==> config.mk <==
export PLATFORM = sky130hd
export DESIGN_NAME = fit_policy_block_allocator_flat
export DESIGN_NICKNAME = d
export VERILOG_FILES = /design/src/sv/fpba_pkg.sv /design/src/sv/fpba_req_if.sv /design/src/sv/fpba_rsp_if.sv /design/src/sv/fit_policy_block_allocator.sv /design/src/sv/fpba_table.sv /design/src/sv/fpba_alu.sv /design/src/sv/fpba_ctrl.sv /design/src/flat_wrapper.sv
export SDC_FILE = /design/constraint.sdc
export NUM_CORES = 1
export LEC_CHECK = 0
export BUFFER_PORTS_ARGS = -buffer_cell sky130_fd_sc_hd__buf_4
export CAP_MARGIN = 25
export CORE_MARGIN = 8
export CORE_UTILIZATION = 25
export DETAILED_ROUTE_END_ITERATION = 6
export MAX_ROUTING_LAYER = met4
export PLACE_DENSITY_LB_ADDON = 0.2
export RECOVER_POWER = 100
export SYNTH_ARGS = -nofsm -noshare
export SYNTH_HDL_FRONTEND = slang
export SYNTH_SLANG_ARGS = --single-unit
==> constraint.sdc <==
create_clock -name clk -period 8.3 [get_ports clk]
set_input_delay 1.66 -clock clk [delete_from_list [all_inputs] [get_ports clk]]
set_output_delay 1.66 -clock clk [all_outputs]
set_load 0.02 [all_outputs]
==> src/sv/fpba_pkg.sv <==
package fpba_pkg;

    // Default sizes of the block table.
    localparam int BLOCK_COUNT_DEF = 16;
    localparam int SIZE_BITS_DEF   = 16;

    // Only blocks that the slot field can address take part.
    localparam int SLOT_LIMIT = 16;

    // Placement rules; any other code behaves as first fit.
    localparam logic [1:0] POL_FIRST = 2'd0;
    localparam logic [1:0] POL_BEST  = 2'd1;
    localparam logic [1:0] POL_WORST = 2'd2;

    // Command codes of an input item.
    localparam logic CMD_LOAD  = 1'b0;
    localparam logic CMD_ALLOC = 1'b1;

    // Controls from the sequencer to the compare unit.
    typedef struct packed {
        logic       have;
        logic [1:0] policy;
    } alu_ctl_t;

    // Status from the compare unit to the sequencer.
    typedef struct packed {
        logic fits;
        logic take;
    } alu_stat_t;

    // One result item.
    typedef struct packed {
        logic        found;
        logic [3:0]  chosen_block;
        logic [15:0] left_over;
    } rsp_t;

endpackage

==> src/sv/fpba_req_if.sv <==
interface fpba_req_if;
    logic        valid;
    logic        ready;
    logic        cmd;
    logic [3:0]  block_slot;
    logic [15:0] amount;

    modport source (output valid, output cmd, output block_slot, output amount,
                    input ready);
    modport sink (input valid, input cmd, input block_slot, input amount,
                  output ready);
endinterface

==> src/sv/fpba_rsp_if.sv <==
interface fpba_rsp_if;
    logic        valid;
    logic        ready;
    logic        found;
    logic [3:0]  chosen_block;
    logic [15:0] left_over;

    modport source (output valid, output found, output chosen_block, output left_over,
                    input ready);
    modport sink (input valid, input found, input chosen_block, input left_over,
                  output ready);
endinterface

==> src/sv/fit_policy_block_allocator.sv <==
// Load item: the result passes the FINISH state into the output register; the next item
// is taken once it has moved on. Allocate item: the sequencer sweeps all min(BLOCK_COUNT, 16)
// slots through the compare unit, one block a cycle, then passes WRITE and FINISH likewise.
// An output register lets the next item in while a result waits to be taken.
// Reset (rst_n, asynchronous, active low) clears every free size and the policy
// to first fit; the block is ready as soon as reset is released.
module fit_policy_block_allocator #(
    parameter int BLOCK_COUNT = fpba_pkg::BLOCK_COUNT_DEF,
    parameter int SIZE_BITS   = fpba_pkg::SIZE_BITS_DEF
) (
    input  logic              clk,
    input  logic              rst_n,
    fpba_req_if.sink          req,
    fpba_rsp_if.source        rsp,
    input  logic              cfg_we,
    input  logic [1:0]        cfg_wdata
);
    import fpba_pkg::*;

    localparam int SLOTS     = (BLOCK_COUNT < SLOT_LIMIT) ? BLOCK_COUNT : SLOT_LIMIT;
    localparam int SLOT_BITS = $clog2(SLOTS);

    logic [1:0]           fit_policy_reg;
    logic                 out_valid_reg;
    rsp_t                 out_reg;

    logic                 tbl_we;
    logic [SLOT_BITS-1:0] tbl_waddr;
    logic [SIZE_BITS-1:0] tbl_wdata;
    logic [SLOT_BITS-1:0] tbl_raddr;
    logic [SIZE_BITS-1:0] tbl_rdata;
    logic [SIZE_BITS-1:0] alu_a;
    logic [SIZE_BITS-1:0] alu_b;
    logic [SIZE_BITS-1:0] alu_best;
    logic [SIZE_BITS-1:0] alu_diff;
    alu_ctl_t             alu_ctl;
    alu_stat_t            alu_stat;
    logic                 res_valid;
    logic                 res_ready;
    rsp_t                 res;

    // Placement rule register.
    always_ff @(posedge clk or negedge rst_n)
    begin
        if (!rst_n)
        begin
            fit_policy_reg <= POL_FIRST;
        end
        else if (cfg_we)
        begin
            fit_policy_reg <= cfg_wdata;
        end
    end

    fpba_table #(
        .DEPTH     (SLOTS),
        .WIDTH     (SIZE_BITS),
        .ADDR_BITS (SLOT_BITS)
    ) u_table (
        .clk   (clk),
        .rst_n (rst_n),
        .we    (tbl_we),
        .waddr (tbl_waddr),
        .wdata (tbl_wdata),
        .raddr (tbl_raddr),
        .rdata (tbl_rdata)
    );

    fpba_alu #(
        .WIDTH (SIZE_BITS)
    ) u_alu (
        .a    (alu_a),
        .b    (alu_b),
        .best (alu_best),
        .ctl  (alu_ctl),
        .diff (alu_diff),
        .stat (alu_stat)
    );

    fpba_ctrl #(
        .SLOTS     (SLOTS),
        .SIZE_BITS (SIZE_BITS),
        .SLOT_BITS (SLOT_BITS)
    ) u_ctrl (
        .clk        (clk),
        .rst_n      (rst_n),
        .in_valid   (req.valid),
        .in_ready   (req.ready),
        .cmd        (req.cmd),
        .block_slot (req.block_slot),
        .amount     (req.amount),
        .policy     (fit_policy_reg),
        .tbl_we     (tbl_we),
        .tbl_waddr  (tbl_waddr),
        .tbl_wdata  (tbl_wdata),
        .tbl_raddr  (tbl_raddr),
        .tbl_rdata  (tbl_rdata),
        .alu_a      (alu_a),
        .alu_b      (alu_b),
        .alu_best   (alu_best),
        .alu_ctl    (alu_ctl),
        .alu_diff   (alu_diff),
        .alu_stat   (alu_stat),
        .res_valid  (res_valid),
        .res_ready  (res_ready),
        .res        (res)
    );

    // Output register: takes a finished result whenever it is empty or being drained.
    assign res_ready = !out_valid_reg || rsp.ready;

    always_ff @(posedge clk or negedge rst_n)
    begin
        if (!rst_n)
        begin
            out_valid_reg <= 1'b0;
        end
        else if (res_valid && res_ready)
        begin
            out_valid_reg <= 1'b1;
        end
        else if (rsp.ready)
        begin
            out_valid_reg <= 1'b0;
        end
    end

    always_ff @(posedge clk)
    begin
        if (res_valid && res_ready)
        begin
            out_reg <= res;
        end
    end

    assign rsp.valid        = out_valid_reg;
    assign rsp.found        = out_reg.found;
    assign rsp.chosen_block = out_reg.chosen_block;
    assign rsp.left_over    = out_reg.left_over;

endmodule

==> src/sv/fpba_table.sv <==
module fpba_table #(
    parameter int DEPTH     = 16,
    parameter int WIDTH     = 16,
    parameter int ADDR_BITS = $clog2(DEPTH)
) (
    input  logic                 clk,
    input  logic                 rst_n,
    input  logic                 we,
    input  logic [ADDR_BITS-1:0] waddr,
    input  logic [WIDTH-1:0]     wdata,
    input  logic [ADDR_BITS-1:0] raddr,
    output logic [WIDTH-1:0]     rdata
);

    logic [WIDTH-1:0] size_reg [DEPTH];

    // Free sizes start at zero and are written one entry at a time.
    always_ff @(posedge clk or negedge rst_n)
    begin
        if (!rst_n)
        begin
            for (int i = 0; i < DEPTH; i++)
            begin
                size_reg[i] <= '0;
            end
        end
        else if (we)
        begin
            size_reg[waddr] <= wdata;
        end
    end

    // The sequencer walks the entries through a single read port.
    assign rdata = size_reg[raddr];

endmodule

==> src/sv/fpba_alu.sv <==
module fpba_alu #(
    parameter int WIDTH = 16
) (
    input  logic [WIDTH-1:0]    a,
    input  logic [WIDTH-1:0]    b,
    input  logic [WIDTH-1:0]    best,
    input  fpba_pkg::alu_ctl_t  ctl,
    output logic [WIDTH-1:0]    diff,
    output fpba_pkg::alu_stat_t stat
);
    import fpba_pkg::*;

    logic [WIDTH:0] sub;
    logic           smaller;
    logic           larger;

    // One subtractor gives both the fit test and the remaining size.
    assign sub  = {1'b0, a} - {1'b0, b};
    assign diff = sub[WIDTH-1:0];

    // Comparison of the candidate against the best block so far.
    assign smaller = a < best;
    assign larger  = a > best;

    always_comb
    begin
        stat.fits = ~sub[WIDTH];
        unique case (ctl.policy)
            POL_BEST:  stat.take = stat.fits && (!ctl.have || smaller);
            POL_WORST: stat.take = stat.fits && (!ctl.have || larger);
            default:   stat.take = stat.fits && !ctl.have;
        endcase
    end

endmodule

==> src/sv/fpba_ctrl.sv <==
module fpba_ctrl #(
    parameter int SLOTS     = 16,
    parameter int SIZE_BITS = 16,
    parameter int SLOT_BITS = $clog2(SLOTS)
) (
    input  logic                     clk,
    input  logic                     rst_n,
    // Input item
    input  logic                     in_valid,
    output logic                     in_ready,
    input  logic                     cmd,
    input  logic [3:0]               block_slot,
    input  logic [15:0]              amount,
    input  logic [1:0]               policy,
    // Block table
    output logic                     tbl_we,
    output logic [SLOT_BITS-1:0]     tbl_waddr,
    output logic [SIZE_BITS-1:0]     tbl_wdata,
    output logic [SLOT_BITS-1:0]     tbl_raddr,
    input  logic [SIZE_BITS-1:0]     tbl_rdata,
    // Shared compare unit
    output logic [SIZE_BITS-1:0]     alu_a,
    output logic [SIZE_BITS-1:0]     alu_b,
    output logic [SIZE_BITS-1:0]     alu_best,
    output fpba_pkg::alu_ctl_t       alu_ctl,
    input  logic [SIZE_BITS-1:0]     alu_diff,
    input  fpba_pkg::alu_stat_t      alu_stat,
    // Finished result towards the output register
    output logic                     res_valid,
    input  logic                     res_ready,
    output fpba_pkg::rsp_t           res
);
    import fpba_pkg::*;

    localparam logic [1:0] ST_IDLE   = 2'd0;
    localparam logic [1:0] ST_SCAN   = 2'd1;
    localparam logic [1:0] ST_WRITE  = 2'd2;
    localparam logic [1:0] ST_FINISH = 2'd3;

    localparam logic [4:0]           SLOT_END  = 5'(SLOTS);
    localparam logic [SLOT_BITS-1:0] LAST_SLOT = SLOT_BITS'(SLOTS - 1);

    logic [1:0]           state_reg,    state_next;
    logic [SLOT_BITS-1:0] idx_reg,      idx_next;
    logic [SIZE_BITS-1:0] amt_reg,      amt_next;
    logic                 have_reg,     have_next;
    logic [SIZE_BITS-1:0] best_val_reg, best_val_next;
    logic [SLOT_BITS-1:0] best_idx_reg, best_idx_next;
    rsp_t                 res_reg,      res_next;

    logic                   accept;
    logic                   slot_ok;
    logic [SIZE_BITS+15:0]  amt_wide;
    logic [SIZE_BITS-1:0]   amt_in;
    logic [SIZE_BITS+15:0]  amt_out_wide;
    logic [SIZE_BITS+15:0]  rest_wide;
    logic [SLOT_BITS+3:0]   best_idx_wide;

    // The amount is cut to the block size width; results show the low 16 bits.
    assign amt_wide      = {SIZE_BITS'(0), amount};
    assign amt_in        = amt_wide[SIZE_BITS-1:0];
    assign amt_out_wide  = {16'b0, amt_in};
    assign rest_wide     = {16'b0, alu_diff};
    assign best_idx_wide = {4'b0, best_idx_reg};

    assign in_ready = (state_reg == ST_IDLE);
    assign accept   = in_valid && in_ready;
    assign slot_ok  = {1'b0, block_slot} < SLOT_END;

    // Compare unit operands: the scanned entry during the sweep, the chosen one after.
    assign alu_a        = (state_reg == ST_SCAN) ? tbl_rdata : best_val_reg;
    assign alu_b        = amt_reg;
    assign alu_best     = best_val_reg;
    assign alu_ctl.have   = have_reg;
    assign alu_ctl.policy = policy;

    assign tbl_raddr = idx_reg;

    // Table writes: a load at acceptance, or the reduced size after a sweep.
    always_comb
    begin
        if (state_reg == ST_IDLE)
        begin
            tbl_we    = accept && (cmd == CMD_LOAD) && slot_ok;
            tbl_waddr = block_slot[SLOT_BITS-1:0];
            tbl_wdata = amt_in;
        end
        else
        begin
            tbl_we    = (state_reg == ST_WRITE) && have_reg;
            tbl_waddr = best_idx_reg;
            tbl_wdata = alu_diff;
        end
    end

    assign res_valid = (state_reg == ST_FINISH);
    assign res       = res_reg;

    // Sequencer: accept, for an allocation sweep every slot and write back, hand over the result.
    always_comb
    begin
        state_next    = state_reg;
        idx_next      = idx_reg;
        amt_next      = amt_reg;
        have_next     = have_reg;
        best_val_next = best_val_reg;
        best_idx_next = best_idx_reg;
        res_next      = res_reg;
        unique case (state_reg)
            ST_IDLE:
            begin
                if (accept)
                begin
                    amt_next      = amt_in;
                    idx_next      = '0;
                    have_next     = 1'b0;
                    best_val_next = '0;
                    best_idx_next = '0;
                    if (cmd == CMD_LOAD)
                    begin
                        res_next.found        = slot_ok;
                        res_next.chosen_block = block_slot;
                        res_next.left_over    = slot_ok ? amt_out_wide[15:0] : 16'd0;
                        state_next            = ST_FINISH;
                    end
                    else
                    begin
                        state_next = ST_SCAN;
                    end
                end
            end
            ST_SCAN:
            begin
                if (alu_stat.take)
                begin
                    have_next     = 1'b1;
                    best_val_next = tbl_rdata;
                    best_idx_next = idx_reg;
                end
                if (idx_reg == LAST_SLOT)
                begin
                    state_next = ST_WRITE;
                end
                else
                begin
                    idx_next = idx_reg + 1'b1;
                end
            end
            ST_WRITE:
            begin
                if (have_reg)
                begin
                    res_next.found        = 1'b1;
                    res_next.chosen_block = best_idx_wide[3:0];
                    res_next.left_over    = rest_wide[15:0];
                end
                else
                begin
                    res_next = '0;
                end
                state_next = ST_FINISH;
            end
            ST_FINISH:
            begin
                if (res_ready)
                begin
                    state_next = ST_IDLE;
                end
            end
            default:
            begin
                state_next = ST_IDLE;
            end
        endcase
    end

    always_ff @(posedge clk or negedge rst_n)
    begin
        if (!rst_n)
        begin
            state_reg <= ST_IDLE;
            idx_reg   <= '0;
            have_reg  <= 1'b0;
        end
        else
        begin
            state_reg <= state_next;
            idx_reg   <= idx_next;
            have_reg  <= have_next;
        end
    end

    // Working values of the sweep and the finished result.
    always_ff @(posedge clk)
    begin
        amt_reg      <= amt_next;
        best_val_reg <= best_val_next;
        best_idx_reg <= best_idx_next;
        res_reg      <= res_next;
    end

endmodule

==> src/flat_wrapper.sv <==
// flat-port wrapper written by rule: the top's interface ports become plain ports
module fit_policy_block_allocator_flat import fpba_pkg::*;
#(
    parameter int BLOCK_COUNT = fpba_pkg::BLOCK_COUNT_DEF,
    parameter int SIZE_BITS   = fpba_pkg::SIZE_BITS_DEF
)
  (clk, rst_n, cfg_we, cfg_wdata, req_valid, req_cmd, req_block_slot, req_amount, req_ready, rsp_valid, rsp_found, rsp_chosen_block, rsp_left_over, rsp_ready);
  fpba_req_if req_i ();
  fpba_rsp_if rsp_i ();
  input  logic clk;
  input  logic rst_n;
  input  logic cfg_we;
  input  logic [1:0] cfg_wdata;
  input wire logic [$bits(req_i.valid)-1:0] req_valid;
  input wire logic [$bits(req_i.cmd)-1:0] req_cmd;
  input wire logic [$bits(req_i.block_slot)-1:0] req_block_slot;
  input wire logic [$bits(req_i.amount)-1:0] req_amount;
  output wire logic [$bits(req_i.ready)-1:0] req_ready;
  output wire logic [$bits(rsp_i.valid)-1:0] rsp_valid;
  output wire logic [$bits(rsp_i.found)-1:0] rsp_found;
  output wire logic [$bits(rsp_i.chosen_block)-1:0] rsp_chosen_block;
  output wire logic [$bits(rsp_i.left_over)-1:0] rsp_left_over;
  input wire logic [$bits(rsp_i.ready)-1:0] rsp_ready;
  assign req_i.valid = req_valid;
  assign req_i.cmd = req_cmd;
  assign req_i.block_slot = req_block_slot;
  assign req_i.amount = req_amount;
  assign req_ready = req_i.ready;
  assign rsp_valid = rsp_i.valid;
  assign rsp_found = rsp_i.found;
  assign rsp_chosen_block = rsp_i.chosen_block;
  assign rsp_left_over = rsp_i.left_over;
  assign rsp_i.ready = rsp_ready;
  fit_policy_block_allocator #(.BLOCK_COUNT(BLOCK_COUNT), .SIZE_BITS(SIZE_BITS)) u_core (.clk(clk), .rst_n(rst_n), .req(req_i), .rsp(rsp_i), .cfg_we(cfg_we), .cfg_wdata(cfg_wdata));
endmodule
Yosys cells after proc, flatten, opt, wreduce, memory -nomap -nowiden

Index checks and enable logic that the tools add are counted.

Divide/modulo/power cells: 0
$lt $le $gt $ge: 5
Equality and inequality tests: 12
Multipliers: 0
Add/sub/neg operators: 2
Bitwise logic cells: 4
Shifts and indexed selects: 0
Reductions and logical operators: 22
Mux-type cells: 33

Operators with widths:

| cell               | number |
|---|---|
| $bwmux 256         | 1 |
| $mux 16            | 7 |
| $bmux 16 s4        | 1 |
| $demux 16 s4       | 1 |
| $mux 21            | 3 |
| $pmux 21 s2        | 1 |
| $pmux 16 s2        | 1 |
| $sub 16x16->17     | 1 |
| $gt 16x16->1       | 1 |
| $lt 16x16->1       | 1 |
| $mux 4             | 4 |
| $pmux 4 s2         | 2 |
| $reduce_and 3->1   | 4 |
| $ge 5x5->1 const B | 2 |
| $not 4->5          | 2 |
| $logic_and 1x1->1  | 8 |
| $mux 2             | 4 |
| $pmux 2 s4         | 1 |
| $eq 2x2->1 const B | 3 |
| $ne 2x1->1 const B | 3 |
| $ne 2x2->1 const B | 3 |
| $reduce_bool 2->1  | 3 |
| $lt 5x1->1 const B | 1 |
| $mux 1             | 5 |
| other kinds (9)    | 15 |

Latch bits: 0
Bits in read-only memories: 0
Flip-flop bits (word level): 344
Logic and storage cells: 108
Memory bits (writable): 0
Output and inout bits: 23
Memories: 0
Input port bits: 28

Longest topological paths before layout

Gate-level depths: netlist of the first run.

Depth after elaboration: 11
Depth in mapped cells: 17
Gate-level depth less buffers: 13

Modules after synthesis

A second synthesis of the first run with hierarchy kept.

Cells, all modules: 1137
Area, all modules: 16709.8 um^2

Modules (own cells, without submodules):

| module                     | area each (um^2) | cells an instance | times used |
|---|---|---|---|
| fpba_table                 | 11607.4          | 712               | 1 |
| fpba_ctrl                  | 3001.6           | 199               | 1 |
| fpba_alu                   | 1346.3           | 197               | 1 |
| fit_policy_block_allocator | 754.5            | 29                | 1 |

Worst setup path before layout of the first run

Ideal clock, no wire load.

Path type: reg2reg
Start: reg u_core.u_ctrl.idx_reg[1], in the netlist u_core.u_ctrl.tbl_raddr[1]
End: reg u_core.u_ctrl.best_val_reg[0], in the netlist u_core.u_ctrl.alu_best[0], enable pin
Setup time: 0.435 ns
Cell stages (with the launch flop): 15
Slack: 2.651 ns
Required time: 7.865 ns
Clock period less this slack: 5.649 ns
Buffers on the path: 3
Data arrival time: 5.214 ns
Cells stage by stage: dfrtp_1 -> clkbuf_1 -> buf_2 -> clkbuf_1 -> mux4_2 -> mux4_2 -> and2_1 -> a21o_1 -> ha_1 -> nand2_2 -> or4_4 -> a2bb2oi_1 -> a21oi_1 -> o21ai_1 -> a311oi_1

Word-level cells in the longest chain between the ends: 11
Elaborated cells on any way between the ends: 17

Ends and longest elaborated chain:

| element                                       | RTL line                                       | RTL |
|---|---|---|
| start: declaration                            | fpba_ctrl.sv:44                                | `logic [SLOT_BITS-1:0] idx_reg, idx_next;` |
| start signal: assignment                      | fpba_ctrl.sv:188                               | `idx_reg <= idx_next;` |
| $not 4->5 (not written as such) *             | fpba_table.sv:34                               | `assign rdata = size_reg[raddr];` |
| $bmux 16 s4 *                                 | fpba_table.sv:34                               |  |
| $mux 16 (not written as such) * (2 in series) | fpba_table.sv:34                               |  |
| $mux 16 *                                     | fpba_ctrl.sv:71                                | `assign alu_a = (state_reg == ST_SCAN) ? tbl_rdata : best_val_reg;` |
| $sub 16x16->17, or another cell as far along  | fpba_alu.sv:18                                 | `assign sub = {1'b0, a} - {1'b0, b};` |
| $not 1->1, or another cell as far along       | fpba_alu.sv:27                                 | `stat.fits = ~sub[WIDTH];` |
| $logic_and 1x1->1, on equally long branches   | fpba_alu.sv:31, fpba_alu.sv:29, fpba_alu.sv:30 |  |
| $pmux 1 s2 *                                  | fpba_alu.sv:28                                 | `unique case (ctl.policy)` |
| $ne 2x1->1 (no source line) *                 | --                                             |  |
| $reduce_and 3->1 (no source line) *           | --                                             |  |
| end signal: assignment                        | fpba_ctrl.sv:197                               | `best_val_reg <= best_val_next;` |
| end: declaration                              | fpba_ctrl.sv:47                                | `logic [SIZE_BITS-1:0] best_val_reg, best_val_next;` |

Mark *: on every way between the ends. The rest lies on a longest branch, timed or not. The select of a mux whose other input is x is not followed.
A chain may end at the register's enable or synchronous reset.

Final worst setup path of the first run

Start: reg u_core.u_ctrl.state_reg[1]
End: reg u_core.u_table.size_reg[124] (netlist name)

Word-level cells in the longest chain between the ends: 8
Elaborated cells on any way between the ends: 18

Ends and longest elaborated chain:

| element                                                                | RTL line         | RTL |
|---|---|---|
| start: declaration                                                     | fpba_ctrl.sv:43  | `logic [1:0] state_reg, state_next;` |
| start signal: assignment                                               | fpba_ctrl.sv:187 | `state_reg <= state_next;` |
| parallel branches: the longest is 8 deep, another holds $sub 16x16->17 | --               |  |
| end signal: indexed assignment                                         | fpba_table.sv:29 | `size_reg[waddr] <= wdata;` |
| end: declaration                                                       | fpba_table.sv:15 | `logic [WIDTH-1:0] size_reg [DEPTH];` |

Several ways; the timed one is not identified.

==> flow_summary.ini, run 1 <==
[yosys]
synth_top_area_cell = dfrtp_1
synth_edf_count = 78
synth_ff_type = dfrtp_1
synth_fp_nets = 1540
ys_seq_area_frac = 0.5515
synth_commonest_cells = 278 x nand2_1, 266 x dfrtp_1, 172 x o21ai_0, 81 x clkbuf_1, 80 x mux4_2
synth-seq-cells = 344
yosysTopAreaCellShare = 0.4080
yosysWarningCount = 0
yosysMostFrequentCell = nand2_1
synth_area_leaders = dfrtp_1 41%, edfxtp_1 14%, mux4_2 11%, nand2_1 6.4%, o21ai_0 5.3%
postSynthAreaPerCell_um2 = 11.08
synthCells = 1473
syn_area_um2 = 16320
async_flop_share = 0.7733
yosys.cell_types.count = 65

[pwr]
switching_share = 0.4033
finalPower_w = 0.008099
pwr-share-seq = 0.358
clock_power_share = 0.222
vdd_ir_drop_max_mv = 0.1228
p_sw_w = 0.003266
p_per_area_nw_per_um2 = 433.9
power.internal_w = 0.004832
p_leak_nw = 7.791
pwr-share-comb = 0.420

[worst_hold_path]
holdCritPathClass = flip-flop to flip-flop

[cells_and_area]
syn_to_final_growth_pct = 14.39
nets = 1558
largest_reg_flops = 256
nFillCells = 6743
drive_above_1_share = 0.1216
design_area_um2 = 18660
fin_cells = 2377

[clock_tree]
clock_latency_ns = 0.56
numCtsBuffers = 39
cts.path.max_buffers = 3
cts.sinks = 344
cts-root-buf = clkbuf_16
post-cts-setup-buffers = 0
cts_tree = built
cts_hold_buf = 0
cts.repair.resized = 0
cts_max_level = 2
clkTransAtPathRegs_ns = 0.06

[placed_design]
placed_cells = 2303
postPlaceCellArea_um2 = 17620
io_buffers = 50
place_congestion = 0.7913
post-dp-hpwl_um = 29300

[sta]
timing.fmax_mhz = 158.2
hold_viol = 0
whs_ns = 0.4178
max-slew-margin-rel = -1.932
fin_skew_ns = 0.01978
fin_crit_sh = 0.7614
drv_slew = 282
tightest_slew_ns = 4.399
finalCriticalPeriod_ns = 6.320
rsz0062_at_grt = no
fin_setup_tns_ns = 0
setup_viol = 0

[routing]
drc = 0
first_iter_violations = 733
vias = 11040
firstDrtPassIters = 5
wl_per_cell_um = 19.35
drtAntennaViolNets = 0
finalWirelength_um = 46000
vias_per_cell = 4.645

[critical_path]
start_kind = flip-flop
reg2reg_slack_ns = 1.98
cp_max_fo = 31
path_class = flip-flop to flip-flop
cp-end-kind = flip-flop
crit_arrival_ns = 6.68
worst-endpoint-required_ns = 8.66

[die]
die_w_um = 271.5
die_h_um = 271.5
num_rows = 93
io_pins = 51
coreArea_um2 = 64460
die-area_um2 = 73690
initial_core_util = 0.2531

[grt]
antenna_found_initial = 0
grt_pass1_vias = 11410
grt_overflow = 0
grt_usage = 0.1273
grt_max_degree = 175
grt_first_pass_wirelength_um = 70970

[status]
status = finished with violations
failed_checks = max-capacitance violations, max-slew violations

[run]
cap_violations = 6
-- logic make-up after synthesis --
group / after synthesis / synth area share
fa+ha+maj: 39 / 0.03037
mux: 89 / 0.1163
compound gates: 418 / 0.1491
buf+inv: 155 / 0.03903
flops: 344 / 0.5515
simple gates: 418 / 0.1083
xor+xnor: 10 / 0.005368
-- critical path: stages, from the launching register on --
cell and delay [ns]:
dfrtp_1 0.40, inv_1 0.10, ha_1 0.15, clkbuf_1 0.98, inv_1 0.76, a21oi_1 0.46, ha_1 0.23, inv_1 0.06
fa_1 0.43, a21o_1 0.19, a21oi_1 0.35, o2bb2ai_1 0.18, or3_1 0.37, a31oi_1 1.17, o21ai_0 0.26
-- power groups by stage --
stage | Sequential (W) | Combinational, W | Clock, W
global placement | 0.00293 | 0.00355 | 0
CTS | 0.00291 | 0.00362 | 0.00186
finish | 0.00290 | 0.00340 | 0.00180
detailed placement | 0.00293 | 0.00361 | 0
floorplan | 0.00277 | 0.00262 | 0
global route | 0.00299 | 0.00380 | 0.00192
-- cell usage in the layout, fill, tap and decap left out, types with 40 or more instances in the layout --
cell / Yosys / final
nand2_1: 278 / 274
clkbuf_16: 0 / 40
clkbuf_1: 81 / 60
o21ai_0: 172 / 232
dfrtp_1: 266 / 264
a21oi_1: 79 / 79
edfxtp_1: 78 / 78
mux4_2: 80 / 80
nor2_1: 66 / 66
inv_1: 54 / 54
-- final cells by class --
| cell class | count | area [um2] | area share |
|---|---|---|---|
| Inverter | 54 | 202.7 | 0.01086 |
| Timing Repair Buffer | 78 | 407.9 | 0.02185 |
| Tap cell | 855 | 1070 | 0.05732 |
| Sequential cell | 344 | 9004 | 0.4824 |
| Antenna cell | 1 | 2.502 | 0.0001341 |
| Multi-Input combinational cell | 974 | 6640 | 0.3558 |
| Clock buffer | 56 | 1141 | 0.06114 |
| Clock inverter | 15 | 196.4 | 0.01052 |
-- through the flow --
stage,utilization,setup WS [ns]
global placement,0.2729,2.491
finish,0.2895,1.980
CTS,0.2941,2.538
global route,0.2895,1.324
detailed placement,0.2733,2.597
floorplan,-,2.651
-- worst paths after layout --
check | from | end | depth (start not counted)
worst max register to register | u_core.u_ctrl.state_reg[1] | u_core.u_table.size_reg[124] | 14
worst min register to register | u_core.u_ctrl.res[8] | u_core.rsp.left_over[8] | 0
worst max-delay path | u_core.u_ctrl.state_reg[1] | u_core.u_table.size_reg[124] | 14
min in group asynchronous | rst_n | u_core.u_table.size_reg[176] | 1
worst min-delay path | u_core.u_ctrl.res[8] | u_core.rsp.left_over[8] | 0
max in group asynchronous | rst_n | u_core.u_table.size_reg[248] | 2
-- metal layers --
metal,GRT usage,routed length (um),vias up
met1,0.1660,21370,5488
met2,0.2029,21660,200
li1,-,-,5280
met4,0.03433,1124,0
met5,-,0,-
met3,0.02356,1846,72
(Power assumes the default switching activity.)
==> run 2: changes to the inputs <==
Clock period 8.3 ns to 5.53 ns, I/O delays scaled along.
==> flow_summary.ini, run 2 (synthesized netlist as in run 1, its figures left out) <==
[critical_path]
start_kind = flip-flop
r2r_end = u_core.u_table.size_reg[158]
cp-endpoint = u_core.u_table.size_reg[158]
r2r-start = u_core.u_ctrl.tbl_raddr[0]
cp-end-kind = flip-flop
cp_max_fo = 28
crit_arrival_ns = 5.41
reg2reg_slack_ns = 0.52
cp-startpoint = u_core.u_ctrl.tbl_raddr[0]
worst-endpoint-required_ns = 5.93
path_class = flip-flop to flip-flop
rr_worst_depth = 13

[status]
status = finished with violations
failed_checks = max-capacitance violations, max-slew violations

[placed_design]
place_congestion = 0.8568
post-dp-hpwl_um = 30100
post-place-ws_ns = 0.6011
io_buffers = 50

[pwr]
p_leak_nw = 7.846
vdd_ir_drop_max_mv = 0.2676
p_per_area_nw_per_um2 = 657.6

[routing]
vias_per_cell = 4.652
drtAntennaViolNets = 0
finalWirelength_um = 46320
vias = 11090
wl_per_cell_um = 19.42
drc = 0
firstDrtPassIters = 5
first_iter_violations = 781

[worst_hold_path]
holdCritPathClass = flip-flop to flip-flop

[clock_tree]
post-cts-setup-buffers = 0
cts_tree = built
clock_latency_ns = 0.56
numCtsBuffers = 41
cts.path.max_buffers = 3
cts.sinks = 344
cts.repair.resized = 0
cts_hold_buf = 0
cts_max_level = 2
clkTransAtPathRegs_ns = 0.06
cts-root-buf = clkbuf_16

[cells_and_area]
nFillCells = 6700
syn_to_final_growth_pct = 15.07
num_antenna_cells = 0
drive_above_1_share = 0.1268
final_common_cell = nand2_1
regArea_um2 = 9004
final_cell_mix = 270 x nand2_1, 264 x dfrtp_1, 233 x o21ai_0
nets = 1569
largest_reg_flops = 256
multi_input_area_um2 = 6661

[sta]
setup_viol = 0
fin_setup_tns_ns = 0
fin_crit_sh = 0.9065
tightest_slew_ns = 2.649
drv_slew = 214
hold_viol = 0
fin_skew_ns = 0.01953
finalCriticalPeriod_ns = 5.013
timing.fmax_mhz = 199.5
setup_slack_ns = 0.5169
max-slew-margin-rel = -0.7662
rsz0062_at_grt = no

[die]
num_rows = 93
initial_core_util = 0.2531
die_w_um = 271.5
die_h_um = 271.5
io_pins = 51
die-area_um2 = 73690
coreArea_um2 = 64460

[grt]
antenna_found_initial = 1
grt_pass1_vias = 11540
grt_first_pass_wirelength_um = 72790
grt_overflow = 0
grt_max_degree = 109
grt_usage = 0.1300

[run]
cap_violations = 2
==> run 2: power by group <==
part	switching, W	leakage (nW)	total [W]	internal [W]
clock	0.00107	0.658	0.00269	0.00162
combinational	0.00342	3.02	0.00540	0.00198
sequential	0.000515	4.16	0.00426	0.00374
==> run 2: cell type report <==
cell class / instances / area share
clock buffer: 56 / 0.06478
inverter: 54 / 0.01080
clock inverter: 15 / 0.006531
sequential: 344 / 0.4796
tap: 855 / 0.05698
multi-input combinational: 974 / 0.3548
timing repair buffer: 87 / 0.02652
==> run 2: routing by layer <==
layer	GRT usage	wire length (um)	vias up	part of all wire
li1	-	-	5307	-
met1	0.1651	21030	5512	0.45
met2	0.2138	22430	204	0.48
met3	0.01961	1686	71	0.036
met4	0.03896	1175	0	0.025
met5	-	0	-	0
==> run 2: worst max-delay path, cell delays in order (launching register included) <==
cell       delay (ns)
dfrtp_4          0.51
buf_12           0.28
mux4_2           0.53
mux4_2           0.53
and2_0           0.20
a21o_1           0.20
ha_1             0.36
nand2_2          0.10
or4_4            0.55
o2bb2ai_1        0.22
nor2_1           0.08
o311ai_0         0.62
clkbuf_2         0.47
o21ai_0          0.16
==> run 2: worst min-delay path by stage <==
stage,start,endpoint,slack [ns],cells after the start
2_1_floorplan,u_core.u_ctrl.res[16],u_core.rsp.chosen_block[0],0.40,0
3_3_place_gp,u_core.u_ctrl.res[4],u_core.rsp.left_over[4],0.40,0
3_5_place_dp,u_core.u_ctrl.res[16],u_core.rsp.chosen_block[0],0.40,0
4_1_cts,u_core.u_ctrl.res[6],u_core.rsp.left_over[6],0.41,0
5_1_grt,u_core.u_ctrl.res[16],u_core.rsp.chosen_block[0],0.42,0
6_report,u_core.u_ctrl.res[16],u_core.rsp.chosen_block[0],0.42,0
==> run 2: metrics by stage <==
stage	util	hold slack [ns]	cells	instance area, um2	total power [W]
final	0.2912	0.4154	2385	18770	0.01235
after global routing	0.2912	0.4198	2385	18770	0.01328
after CTS	0.2956	0.4141	2383	19050	0.01274
after detailed placement	0.2748	0.4045	2312	17720	0.009981
after global placement	0.2746	0.4004	2311	17700	0.009901
after floorplan	-	0.4003	1473	16320	0.008095
==> run 3: changes to the inputs <==
Settings changed: CORE_UTILIZATION 25 to 56.
==> flow_summary.ini, run 3 (synthesized netlist as in run 1, its figures left out) <==
[status]
status = finished with violations
failed_checks = max-capacitance violations, max-slew violations

[critical_path]
r2r-start = u_core.u_ctrl.tbl_raddr[0]
r2r_end = u_core.u_table.size_reg[42]
critPathTopFamily = multiplexers
reg2reg_slack_ns = 0.37
critPathBufInv = 2
timing.critical_path.mode_cell = mux4_2
crit_chain = clkbuf_1, mux4_2, mux4_2, and2_0, a21o_1, fa_1, a211o_1, nor4bb_1, o211a_1, or3_1, a31oi_2, clkbuf_2, a21oi_1
cp_max_fo = 24
slowest_stage = dfrtp_4
rr_worst_depth = 13
worst-endpoint-required_ns = 5.89
crit_arrival_ns = 5.52
cp-end-kind = flip-flop
cp-startpoint = u_core.u_ctrl.tbl_raddr[0]
start_kind = flip-flop
max_stage_delay_ns = 0.74
path_class = flip-flop to flip-flop

[sta]
fin_skew_ns = 0.02504
max-slew-margin-rel = -1.174
finalCriticalPeriod_ns = 5.160
tightest_slew_ns = 3.261
timing.fmax_mhz = 193.8
hold_viol = 0
setup_viol = 0
drv_slew = 601
fin_crit_sh = 0.9331
rsz0062_at_grt = no
fin_setup_tns_ns = 0

[routing]
vias = 11560
finalWirelength_um = 40320
wl_per_cell_um = 21.02
vias_per_cell = 6.026
first_iter_violations = 1093
drtAntennaViolNets = 0
firstDrtPassIters = 7
drc = 0

[worst_hold_path]
holdPathStages = 0
holdCritPathClass = flip-flop to flip-flop
worstHoldStart = u_core.u_ctrl.res[9]
min_to = u_core.rsp.left_over[9]

[grt]
grt_first_pass_wirelength_um = 64850
grt_overflow = 0
grt_max_degree = 130
antenna_found_initial = 1
grt_usage = 0.2392
grt_pass1_vias = 11460

[pwr]
p_leak_nw = 7.849
p_per_area_nw_per_um2 = 671.0
vdd_ir_drop_max_mv = 0.2553

[cells_and_area]
drive_above_1_share = 0.1259
final_common_cell = nand2_1
nFillCells = 2291
fin_cells = 1918
nets = 1573
largest_reg_flops = 256
final_cell_mix = 279 x nand2_1, 264 x dfrtp_1, 226 x o21ai_0
syn_to_final_growth_pct = 11.36

[die]
die_h_um = 186.7
die_w_um = 186.7
die-area_um2 = 34850
initial_core_util = 0.5684
num_rows = 62
io_pins = 51
coreArea_um2 = 28700

[clock_tree]
cts-root-buf = clkbuf_16
clock_latency_ns = 0.52
cts.path.max_buffers = 3
numCtsBuffers = 38
cts_tree = built
cts_max_level = 2
post-cts-setup-buffers = 0
cts.sinks = 344
cts_hold_buf = 0
clkTransAtPathRegs_ns = 0.06
cts.repair.resized = 0

[placed_design]
place_congestion = 0.9316
post-dp-hpwl_um = 26050
io_buffers = 50
placed_cells = 1849

[run]
cap_violations = 16
run 3: how the worst max path moves through the flow:
stage          slack, ns  cells after the start                     endpoint
6_report            0.37                     13  u_core.u_table.size_reg[42]
5_1_grt             0.13                     14    u_core.u_ctrl.alu_best[9]
4_1_cts             0.46                     14    u_core.u_ctrl.alu_best[7]
3_5_place_dp        0.50                     14    u_core.u_ctrl.alu_best[9]
3_3_place_gp        0.53                     14    u_core.u_ctrl.alu_best[9]
2_1_floorplan       0.56                     14    u_core.u_ctrl.alu_best[0]
run 3: routing by layer:
layer  GRT usage  up-vias  routed length [um]
met5           -        -                   0
met2      0.3791      392               19110
met3     0.03915       73                2708
li1            -     5321                   -
met4     0.05498        0                 864
met1      0.3238     5771               17640
run 3: power by group:
part / switching (W) / total (W) / leakage [nW] / internal [W]
combinational: 0.00325 / 0.00524 / 3.04 / 0.00199
sequential: 0.000592 / 0.00433 / 4.16 / 0.00374
clock: 0.00100 / 0.00262 / 0.648 / 0.00162
total: 0.00484 / 0.0122 / 7.85 / 0.00735
run 3: per-stage QoR:
| step | utilization | area (um2) | power [W] | setup WS, ns | hold slack, ns |
|---|---|---|---|---|---|
| floorplan | - | 16320 | 0.008095 | 0.5573 | 0.4003 |
| global placement | 0.5965 | 17120 | 0.009552 | 0.5325 | 0.4005 |
| detailed placement | 0.5965 | 17120 | 0.009716 | 0.4962 | 0.4057 |
| CTS | 0.6421 | 18430 | 0.01237 | 0.4645 | 0.4198 |
| global route | 0.6330 | 18170 | 0.01301 | 0.1309 | 0.4223 |
| finish | 0.6330 | 18170 | 0.01219 | 0.3699 | 0.4177 |
run 3: worst register-to-register path, cell delays in order (launching register included):
cell and delay [ns]:
dfrtp_4 0.74, clkbuf_1 0.37, mux4_2 0.58, mux4_2 0.55
and2_0 0.20, a21o_1 0.21, fa_1 0.46, a211o_1 0.32
nor4bb_1 0.17, o211a_1 0.23, or3_1 0.35, a31oi_2 0.21
clkbuf_2 0.41, a21oi_1 0.18
run 3: cell type report:
type | instances | area (um2) | area share
clock buffer | 49 | 1085 | 0.05970
antenna | 1 | 2.502 | 0.0001377
sequential | 344 | 9004 | 0.4955
tap | 384 | 480.5 | 0.02644
clock inverter | 18 | 222.7 | 0.01226
inverter | 54 | 202.7 | 0.01116
multi-input combinational | 974 | 6679 | 0.3676
timing repair buffer | 94 | 494.2 | 0.02720
